File: src/design/tga_rle_pkg.sv
// ----------------------------------------------------------------------------
// tga_rle_pkg
// Shared types and constants for the run-length truecolor line decoder.
// ----------------------------------------------------------------------------
package tga_rle_pkg;

  localparam int FIFO_DEPTH_DEF = 4;

  localparam logic [15:0] WIDTH_RST  = 16'd1;
  localparam logic [5:0]  DEPTH_RST  = 6'd24;
  localparam logic [6:0]  COUNT_MASK = 7'h7F;

  // configuration register indexes
  typedef enum logic [2:0] {
    REG_IMAGE_WIDTH = 3'd0,
    REG_COMPRESSED  = 3'd1,
    REG_PIXEL_DEPTH = 3'd2,
    REG_ALPHA_BITS  = 3'd3,
    REG_ORIENTATION = 3'd4
  } cfg_reg_t;

  typedef struct packed {
    logic [15:0] image_width;
    logic        compressed;
    logic [5:0]  pixel_depth;
    logic [3:0]  alpha_bits;
    logic [1:0]  orientation;
  } cfg_t;

  // one decoded pixel request handed from front to back
  typedef struct packed {
    logic [31:0] pixel_bytes;
    logic [15:0] column;
    logic [7:0]  run_length;
    logic        line_end;
  } entry_t;

endpackage

File: src/design/tga_rle_front.sv
// ----------------------------------------------------------------------------
// tga_rle_front
// Byte intake: packet headers, pixel assembly, column and run bookkeeping.
// ----------------------------------------------------------------------------
module tga_rle_front (
  input  logic                clk,
  input  logic                rst,
  input  tga_rle_pkg::cfg_t   cfg,
  input  logic                in_valid,
  output logic                in_stall,
  input  logic [7:0]          data_byte,
  input  logic                q_full,
  output logic                q_push,
  output tga_rle_pkg::entry_t q_data
);
  import tga_rle_pkg::*;

  logic [15:0] pixel_counter, pixel_counter_next;
  logic [7:0]  packet_remaining, packet_remaining_next;
  logic        packet_is_run, packet_is_run_next;
  logic [1:0]  byte_index, byte_index_next;
  logic [31:0] pixel_bytes, pixel_bytes_next;

  logic        accept, is_header, complete, pos_over, drop, ends;
  logic [15:0] w, pos, left, col;
  logic [1:0]  bpp_m1;
  logic [31:0] shifted, assembled;
  logic [7:0]  run_raw, run;
  logic [16:0] pos_sum;

  always_comb begin
    w = (cfg.image_width == 16'd0) ? 16'd1 : cfg.image_width;
    if (cfg.pixel_depth == 6'd0) begin
      bpp_m1 = 2'd0;
    end else if (cfg.pixel_depth > 6'd32) begin
      bpp_m1 = 2'd3;
    end else begin
      bpp_m1 = 2'((cfg.pixel_depth - 6'd1) >> 3);
    end
  end

  assign in_stall  = q_full;
  assign accept    = in_valid && !q_full;
  assign is_header = cfg.compressed && (packet_remaining == 8'd0);

  always_comb begin
    unique case (byte_index)
      2'd0:    shifted = {24'd0, data_byte};
      2'd1:    shifted = {16'd0, data_byte, 8'd0};
      2'd2:    shifted = {8'd0, data_byte, 16'd0};
      default: shifted = {data_byte, 24'd0};
    endcase
  end

  assign assembled = ((byte_index == 2'd0) ? 32'd0 : pixel_bytes) | shifted;
  assign complete  = !is_header && (byte_index >= bpp_m1);

  always_comb begin
    run_raw  = (cfg.compressed && packet_is_run) ? packet_remaining : 8'd1;
    pos_over = pixel_counter >= w;
    pos      = (!cfg.compressed && pos_over) ? 16'd0 : pixel_counter;
    left     = w - pos;
    run      = ({8'd0, run_raw} > left) ? left[7:0] : run_raw;
    col      = cfg.orientation[0] ? (w - 16'd1 - pos) : pos;
    pos_sum  = {1'b0, pos} + {9'd0, run};
    ends     = pos_sum >= {1'b0, w};
    drop     = cfg.compressed && pos_over;
  end

  always_comb begin
    pixel_counter_next    = pixel_counter;
    packet_remaining_next = packet_remaining;
    packet_is_run_next    = packet_is_run;
    byte_index_next       = byte_index;
    pixel_bytes_next      = pixel_bytes;
    if (accept) begin
      if (is_header) begin
        packet_is_run_next    = data_byte[7];
        packet_remaining_next = {1'b0, data_byte[6:0] & COUNT_MASK} + 8'd1;
        byte_index_next       = 2'd0;
        if (pos_over) begin
          pixel_counter_next = 16'd0;
        end
      end else begin
        pixel_bytes_next = assembled;
        if (!complete) begin
          byte_index_next = byte_index + 2'd1;
        end else begin
          byte_index_next = 2'd0;
          if (cfg.compressed) begin
            packet_remaining_next = packet_is_run ? 8'd0 : (packet_remaining - 8'd1);
          end
          if (!drop) begin
            pixel_counter_next = (!cfg.compressed && ends) ? 16'd0 : pos_sum[15:0];
          end
        end
      end
    end
  end

  always_ff @(posedge clk) begin
    if (rst) begin
      pixel_counter    <= '0;
      packet_remaining <= '0;
      packet_is_run    <= 1'b0;
      byte_index       <= '0;
    end else begin
      pixel_counter    <= pixel_counter_next;
      packet_remaining <= packet_remaining_next;
      packet_is_run    <= packet_is_run_next;
      byte_index       <= byte_index_next;
    end
  end

  always_ff @(posedge clk) begin
    pixel_bytes <= pixel_bytes_next;
  end

  assign q_push              = accept && complete && !drop;
  assign q_data.pixel_bytes  = assembled;
  assign q_data.column       = col;
  assign q_data.run_length   = run;
  assign q_data.line_end     = ends;

endmodule

File: src/design/tga_rle_fifo.sv
// ----------------------------------------------------------------------------
// tga_rle_fifo
// Short request queue between the byte front end and the color back end.
// ----------------------------------------------------------------------------
module tga_rle_fifo #(
  parameter int DEPTH = tga_rle_pkg::FIFO_DEPTH_DEF
) (
  input  logic                clk,
  input  logic                rst,
  input  logic                push,
  input  tga_rle_pkg::entry_t wr_data,
  input  logic                pop,
  output tga_rle_pkg::entry_t rd_data,
  output logic                full,
  output logic                empty
);
  import tga_rle_pkg::*;

  localparam int AW = (DEPTH > 1) ? $clog2(DEPTH) : 1;
  localparam int CW = $clog2(DEPTH + 1);
  localparam logic [AW-1:0] LAST = AW'(DEPTH - 1);

  entry_t        mem [DEPTH];
  logic [AW-1:0] wr_ptr, rd_ptr;
  logic [CW-1:0] count;

  assign full    = count == CW'(DEPTH);
  assign empty   = count == '0;
  assign rd_data = mem[rd_ptr];

  always_ff @(posedge clk) begin
    if (push) begin
      mem[wr_ptr] <= wr_data;
    end
  end

  always_ff @(posedge clk) begin
    if (rst) begin
      wr_ptr <= '0;
      rd_ptr <= '0;
      count  <= '0;
    end else begin
      if (push) begin
        wr_ptr <= (wr_ptr == LAST) ? '0 : wr_ptr + AW'(1);
      end
      if (pop) begin
        rd_ptr <= (rd_ptr == LAST) ? '0 : rd_ptr + AW'(1);
      end
      if (push && !pop) begin
        count <= count + CW'(1);
      end else if (pop && !push) begin
        count <= count - CW'(1);
      end
    end
  end

  a_no_overflow: assert property (@(posedge clk) disable iff (rst) push |-> !full)
    else $error("queue push while full");
  a_no_underflow: assert property (@(posedge clk) disable iff (rst) pop |-> !empty)
    else $error("queue pop while empty");
  a_count_up: assert property (@(posedge clk) disable iff (rst)
    (push && !pop) |=> count == $past(count) + CW'(1))
    else $error("queue count did not follow push");

endmodule

File: src/design/tga_rle_back.sv
// ----------------------------------------------------------------------------
// tga_rle_back
// Color conversion (premultiply, 555 expand, passthrough) and output register.
// ----------------------------------------------------------------------------
module tga_rle_back (
  input  logic                clk,
  input  logic                rst,
  input  tga_rle_pkg::cfg_t   cfg,
  input  logic                q_empty,
  input  tga_rle_pkg::entry_t q_data,
  output logic                q_pop,
  output logic                out_valid,
  input  logic                out_stall,
  output logic [15:0]         column,
  output logic [7:0]          run_length,
  output logic [7:0]          red,
  output logic [7:0]          green,
  output logic [7:0]          blue,
  output logic                line_end
);
  import tga_rle_pkg::*;

  logic       load;
  logic [7:0] b0, b1, b2, b3;
  logic [7:0] r_c, g_c, b_c;

  function automatic logic [7:0] premul(input logic [7:0] c, input logic [7:0] a);
    logic [15:0] t;
    logic [16:0] s;
    t = c * a + 16'd128;
    s = {1'b0, t} + {9'd0, t[15:8]};
    return s[15:8];
  endfunction

  assign b0 = q_data.pixel_bytes[7:0];
  assign b1 = q_data.pixel_bytes[15:8];
  assign b2 = q_data.pixel_bytes[23:16];
  assign b3 = q_data.pixel_bytes[31:24];

  always_comb begin
    r_c = 8'd0;
    g_c = 8'd0;
    b_c = 8'd0;
    if (cfg.pixel_depth == 6'd32 && cfg.alpha_bits != 4'd0) begin
      r_c = premul(b2, b3);
      g_c = premul(b1, b3);
      b_c = premul(b0, b3);
    end else if (cfg.pixel_depth == 6'd32 || cfg.pixel_depth == 6'd24) begin
      r_c = b2;
      g_c = b1;
      b_c = b0;
    end else if (cfg.pixel_depth == 6'd16 || cfg.pixel_depth == 6'd15) begin
      // 1:5:5:5 word, low byte first
      b_c = {b0[4:0], 3'd0};
      g_c = {b1[1:0], b0[7:5], 3'd0};
      r_c = {b1[6:2], 3'd0};
    end
  end

  assign load  = !out_valid || !out_stall;
  assign q_pop = load && !q_empty;

  always_ff @(posedge clk) begin
    if (rst) begin
      out_valid <= 1'b0;
    end else if (load) begin
      out_valid <= !q_empty;
    end
  end

  always_ff @(posedge clk) begin
    if (q_pop) begin
      column     <= q_data.column;
      run_length <= q_data.run_length;
      red        <= r_c;
      green      <= g_c;
      blue       <= b_c;
      line_end   <= q_data.line_end;
    end
  end

endmodule

File: src/design/tga_rle_line_decoder_top.sv
// ----------------------------------------------------------------------------
// tga_rle_line_decoder_top
// Run-length truecolor line decoder: bytes in, colored column runs out.
// ----------------------------------------------------------------------------
// A completed pixel passes through the request queue, then the output register.
// Throughput: one byte per cycle; the front stalls only when the
//   FIFO_DEPTH-entry request queue between front and back is full.
// Reset (rst, synchronous): configuration registers return to their defaults, decode
//   state expects a header (compressed) at column zero, queue and output empty.
module tga_rle_line_decoder_top #(
  parameter int FIFO_DEPTH = tga_rle_pkg::FIFO_DEPTH_DEF
) (
  input  logic        clk,
  input  logic        rst,
  input  logic        cfg_valid,
  output logic        cfg_ready,
  input  logic [2:0]  cfg_index,
  input  logic [15:0] cfg_data,
  input  logic        in_valid,
  output logic        in_stall,
  input  logic [7:0]  data_byte,
  output logic        out_valid,
  input  logic        out_stall,
  output logic [15:0] column,
  output logic [7:0]  run_length,
  output logic [7:0]  red,
  output logic [7:0]  green,
  output logic [7:0]  blue,
  output logic        line_end
);
  import tga_rle_pkg::*;

  cfg_t   cfg;
  entry_t push_data, head_data;
  logic   q_push, q_pop, q_full, q_empty;

  assign cfg_ready = 1'b1;

  always_ff @(posedge clk) begin
    if (rst) begin
      cfg.image_width <= WIDTH_RST;
      cfg.compressed  <= 1'b0;
      cfg.pixel_depth <= DEPTH_RST;
      cfg.alpha_bits  <= 4'd0;
      cfg.orientation <= 2'd0;
    end else if (cfg_valid && cfg_ready) begin
      unique case (cfg_index)
        REG_IMAGE_WIDTH: cfg.image_width <= cfg_data;
        REG_COMPRESSED:  cfg.compressed  <= cfg_data[0];
        REG_PIXEL_DEPTH: cfg.pixel_depth <= cfg_data[5:0];
        REG_ALPHA_BITS:  cfg.alpha_bits  <= cfg_data[3:0];
        REG_ORIENTATION: cfg.orientation <= cfg_data[1:0];
        default: ;
      endcase
    end
  end

  tga_rle_front u_front (
    .clk       (clk),
    .rst       (rst),
    .cfg       (cfg),
    .in_valid  (in_valid),
    .in_stall  (in_stall),
    .data_byte (data_byte),
    .q_full    (q_full),
    .q_push    (q_push),
    .q_data    (push_data)
  );

  tga_rle_fifo #(
    .DEPTH (FIFO_DEPTH)
  ) u_fifo (
    .clk     (clk),
    .rst     (rst),
    .push    (q_push),
    .wr_data (push_data),
    .pop     (q_pop),
    .rd_data (head_data),
    .full    (q_full),
    .empty   (q_empty)
  );

  tga_rle_back u_back (
    .clk        (clk),
    .rst        (rst),
    .cfg        (cfg),
    .q_empty    (q_empty),
    .q_data     (head_data),
    .q_pop      (q_pop),
    .out_valid  (out_valid),
    .out_stall  (out_stall),
    .column     (column),
    .run_length (run_length),
    .red        (red),
    .green      (green),
    .blue       (blue),
    .line_end   (line_end)
  );

endmodule
File: config.mk
export PLATFORM = sky130hd
export DESIGN_NAME = tga_rle_line_decoder_top
export DESIGN_NICKNAME = d
export VERILOG_FILES = /design/src/design/tga_rle_pkg.sv /design/src/design/tga_rle_front.sv /design/src/design/tga_rle_fifo.sv /design/src/design/tga_rle_back.sv /design/src/design/tga_rle_line_decoder_top.sv
export SDC_FILE = /design/constraint.sdc
export NUM_CORES = 1
export LEC_CHECK = 0
export BUFFER_PORTS_ARGS = -buffer_cell sky130_fd_sc_hd__buf_2
export CORE_MARGIN = 5
export CORE_UTILIZATION = 40
export CTS_CLUSTER_SIZE = 12
export DETAILED_ROUTE_END_ITERATION = 8
export PLACE_DENSITY = 0.64
export RECOVER_POWER = 50
export SLEW_MARGIN = 15
export SYNTH_ARGS = -nofsm -noshare
export SYNTH_HDL_FRONTEND = slang
export SYNTH_HIERARCHICAL = 1
export SYNTH_SLANG_ARGS = --single-unit
File: constraint.sdc
create_clock -name clk -period 11.11 [get_ports clk]
set_input_delay 1.111 -clock clk [delete_from_list [all_inputs] [get_ports clk]]
set_output_delay 1.111 -clock clk [all_outputs]
set_load 0.01 [all_outputs]
==> results.json, run 1 <==
{
  "outcome": "finished with violations",
  "violations": "max-capacitance violations, max-slew violations",
  "max-cap-violations": 5,
  "cts-resized-gates": 0,
  "nets": 2615,
  "setup_viol": 0,
  "routed_wirelength_um": 60100,
  "initial_core_util": 0.401,
  "die_area_um2": 68000,
  "cp_slowest_cell": "nor4_4",
  "cts_tree": "yes",
  "reg2regPathDepth": 40,
  "arrival_ns": 10.78,
  "drive_gt1_frac": 0.0882,
  "critical_path_class": "register to register",
  "multi_input_area_um2": 13100,
  "io_buffers": 82,
  "first_pass_iters": 5,
  "met2_length_um": 29700,
  "cp-start-kind": "register",
  "met1_length_um": 25700,
  "area_delta_synth_final_pct": 9.78,
  "hp-class": "register to register",
  "hpwl_um": 43200,
  "postCtsSetupBuffers": 0,
  "hold_end": "cfg[4]",
  "period_share": 0.924,
  "row_count": 92,
  "cts.sinks": 374,
  "wl_met3_um": 2720,
  "rsz0062_at_grt": "no",
  "grt_pass1_wl_um": 93900,
  "top_layer_used": "met4",
  "cpPeakStageDelay_ns": 0.61,
  "slew_headroom": -1.31,
  "grt_max_degree": 70,
  "final_util": 0.440,
  "antenna_left": 0,
  "slew_violations": 232,
  "cts_made_buffers": 43,
  "die_x_um": 261,
  "grt_pass1_vias": 17000,
  "h-tree-depth": 2,
  "core_um2": 62700,
  "r2r_slack_ns": 0.84,
  "grt_antenna_before_repair": 3,
  "period_needed_ns": 10.27,
  "post_dp_cell_area_um2": 26300,
  "drc": 0,
  "detail_route.vias_per_cell": 5.34,
  "end_kind": "register",
  "synthCells": 2219,
  "first_iter_violations": 1096,
  "num_io_pins": 84,
  "track_usage": 0.174,
  "fmax_ghz": 0.0974,
  "grt.overflow.total": 0,
  "clk_pin_slew_worst_paths_ns": 0.06,
  "clock_path_buffers": 3,
  "dr_total_vias": 16700,
  "fin_area_um2": 27600,
  "pre_cts_slack_ns": 1.01,
  "holdPathStages": 2,
  "finClkSkew_ns": 0.0356,
  "avgSynthCellArea_um2": 11.3,
  "worst_pin_slew_ns": 3.47,
  "hold_violations": 0,
  "mappedNetlistNets": 2579,
  "place_congestion": 0.918,
  "crit_fanout": 16,
  "yosysWarnings": 6,
  "rr_startpoint": "cfg[22]",
  "hold_buffers": 0,
  "reg2reg_to": "u_front/pixel_counter[15]",
  "die_h_um": 261,
  "min-delay-start": "cfg[4]",
  "root_buffer": "clkbuf_16",
  "layout_commonest_cell": "edfxtp_1",
  "fill_cells": 5807,
  "avgRoutedWirePerCell_um": 19.1,
  "worstPathRequired_ns": 11.62,
  "layout.cells.most_common_list": "309 x edfxtp_1, 256 x inv_1, 213 x ha_1, 174 x nand2_1, 140 x and2_1",
  "worstSkewPairLatency_ns": 0.58,
  "netlist_area_um2": 25200,
  "fin_ws_ns": 0.840,
  "regArea_um2": 10600,
  "fin_setup_tns_ns": 0
}
## metrics by stage
step                      hold WS, ns  cells
final                           0.473   3137
after global routing            0.503   3135
after CTS                       0.473   3135
after detailed placement        0.463   3056
after global placement          0.457   3056
after floorplan                 0.447   2219
## area by class of cell
type,instances,area share
antenna,2,0.000181
clock buffer,57,0.0423
clock inverter,22,0.00956
inverter,257,0.0349
multi-input combinational,1479,0.475
sequential,374,0.383
tap,846,0.0383
timing repair buffer,100,0.0165
## worst max path at each step
stage                        from                        end  slack [ns]  cells after the start
final                     cfg[22]  u_front/pixel_counter[15]        0.84                     40
after global routing      cfg[21]   u_front/pixel_counter[7]        0.09                     40
after CTS                 cfg[22]   u_front/pixel_counter[0]        0.97                     41
after detailed placement  cfg[22]   u_front/pixel_counter[3]        1.01                     41
after global placement    cfg[22]   u_front/pixel_counter[3]        1.27                     40
after floorplan           cfg[22]  u_front/pixel_counter[15]        2.52                     43
## critical path, delay by kind of cell (launching register included)
family          cells  cell delay [ns]
compound gates     21             4.68
xor+xnor            2             0.40
fa+ha+maj           5             1.71
buf+inv             1             0.20
flops               1             0.34
mux                 1             0.39
simple gates       10             2.47
## sequential cells by signal, indices dropped and copies added (netlist names), 2 cells and up, named ones only
signal,count
u_front/byte_index,2
u_back/column,16
u_fifo/count,3
u_back/run_length,8
u_front/pixel_bytes,32
u_back/red,8
u_back/blue,8
u_front/packet_remaining,8
cfg,28
u_fifo/mem,228
u_back/green,8
u_front/pixel_counter,16
u_fifo/rd_ptr,2
u_fifo/wr_ptr,2
## routing by layer
layer	GRT usage	vias up
met1	0.223	8343
met3	0.0232	106
met2	0.305	417
met4	0.0580	0
li1	-	7873
met5	0	-
Power of run 1 is left out: the tool's default activity adds up to more than one toggle a clock period on the data nets, which glitch-free logic cannot reach.
==> inputs of run 2 (changes only) <==
--- a/config.mk
+++ b/config.mk
@@ -5,12 +5,12 @@
 export SDC_FILE = /design/constraint.sdc
 export NUM_CORES = 1
 export LEC_CHECK = 0
-export BUFFER_PORTS_ARGS = -buffer_cell sky130_fd_sc_hd__buf_2
 export CORE_MARGIN = 5
 export CORE_UTILIZATION = 40
 export CTS_CLUSTER_SIZE = 12
 export DETAILED_ROUTE_END_ITERATION = 8
-export PLACE_DENSITY = 0.64
+export DONT_BUFFER_PORTS = 1
+export PLACE_DENSITY = 0.63
 export RECOVER_POWER = 50
 export SLEW_MARGIN = 15
 export SYNTH_ARGS = -nofsm -noshare
==> results.json, run 2 (same netlist as run 1, synthesis figures left out) <==
{
  "area_delta_synth_final_pct": 8.38,
  "die_x_um": 261,
  "detail_route.vias_per_cell": 5.31,
  "cp-start-kind": "register",
  "rsz0062_at_grt": "no",
  "clk_pin_slew_worst_paths_ns": 0.06,
  "largest_reg_flops": 228,
  "crit_fanout": 16,
  "hold_buffers": 0,
  "worst_pin_slew_ns": 3.36,
  "layout_commonest_cell": "edfxtp_1",
  "cts_made_buffers": 42,
  "fmax_ghz": 0.0972,
  "root_buffer": "clkbuf_16",
  "track_usage": 0.173,
  "critical_path_class": "register to register",
  "die_area_um2": 68000,
  "antenna_left": 0,
  "grt.overflow.total": 0,
  "drc": 0,
  "hpwl_um": 42600,
  "regMostFlops": "u_fifo/mem",
  "crit_top_cell": "ha_1",
  "end_kind": "register",
  "finClkSkew_ns": 0.0199,
  "layout.cells.most_common_list": "309 x edfxtp_1, 256 x inv_1, 213 x ha_1, 174 x nand2_1, 140 x and2_1",
  "worstSkewPairLatency_ns": 0.57,
  "initial_core_util": 0.401,
  "avgRoutedWirePerCell_um": 19.4,
  "num_io_pins": 84,
  "cts_tree": "yes",
  "io_buffers": 0,
  "arrival_ns": 10.79,
  "clock_path_buffers": 3,
  "worstPathRequired_ns": 11.61,
  "rr_startpoint": "cfg[14]",
  "drive_gt1_frac": 0.0780,
  "reg2regPathDepth": 41,
  "period_share": 0.926,
  "first_iter_violations": 1032,
  "slew_violations": 113,
  "cts.sinks": 374,
  "nets": 2533,
  "h-tree-depth": 2,
  "outcome": "finished with violations",
  "grt_antenna_before_repair": 0,
  "cpPeakStageDelay_ns": 0.60,
  "die_h_um": 261,
  "max-cap-violations": 3,
  "first_pass_iters": 5,
  "hp-class": "register to register",
  "period_needed_ns": 10.29,
  "setup_viol": 0,
  "violations": "max-capacitance violations, max-slew violations",
  "fin_setup_tns_ns": 0,
  "grt_pass1_vias": 16900,
  "routed_wirelength_um": 59300,
  "crit_path_start": "cfg[14]",
  "min-delay-start": "cfg[5]",
  "cts-resized-gates": 0,
  "hold_violations": 0,
  "grt_pass1_wl_um": 93000,
  "holdPathStages": 2,
  "row_count": 92,
  "core_um2": 62700,
  "top_regs": "u_fifo/mem x228, u_front/pixel_bytes x32, cfg x28",
  "dr_total_vias": 16200,
  "place_congestion": 0.870,
  "slew_headroom": -1.24,
  "postCtsSetupBuffers": 0,
  "cp_slowest_cell": "nor4_4",
  "grt_max_degree": 70
}
-- run 2: through the flow --
step	instances	setup slack, ns	utilization	hold WS, ns	area, um2
detailed placement	2975	0.983	0.413	0.468	25900
global route	3052	0.0539	0.435	0.494	27300
global placement	2975	1.25	0.413	0.455	25900
CTS	3052	0.926	0.435	0.478	27300
floorplan	2219	2.52	-	0.447	25200
finish	3054	0.821	0.435	0.476	27300
-- run 2: worst max-delay path, delay by kind of cell, from the launching register on --
| kind | cells | cell delay, ns |
|---|---|---|
| simple gates | 10 | 2.45 |
| buf+inv | 3 | 0.38 |
| fa+ha+maj | 6 | 1.88 |
| compound gates | 19 | 4.29 |
| mux | 1 | 0.40 |
| xor+xnor | 2 | 0.41 |
| flops | 1 | 0.41 |
-- run 2: worst paths after layout --
path / endpoint / slack [ns]
hold / removal: cfg[5] / 0.48
setup / recovery: u_front/pixel_counter[14] / 0.82
setup reg to reg: u_front/pixel_counter[14] / 0.82
hold reg to reg: cfg[5] / 0.48
-- run 2: cell type report --
class                      count  area, um2
multi-input combinational   1479      13100
sequential                   374      10600
inverter                     257        965
fill                        5801      35500
clock inverter                17        258
clock buffer                  60       1170
antenna                        2       5.00
timing repair buffer          19        109
tap                          846       1060
-- run 2: metal layers --
metal / track usage / wire (um) / vias up
li1: - / - / 7710
met1: 0.217 / 25400 / 8064
met2: 0.306 / 29400 / 348
met3: 0.0291 / 2700 / 97
met4: 0.0558 / 1780 / 0
met5: 0 / 0 / -
Power of run 2 is left out for the same reason.
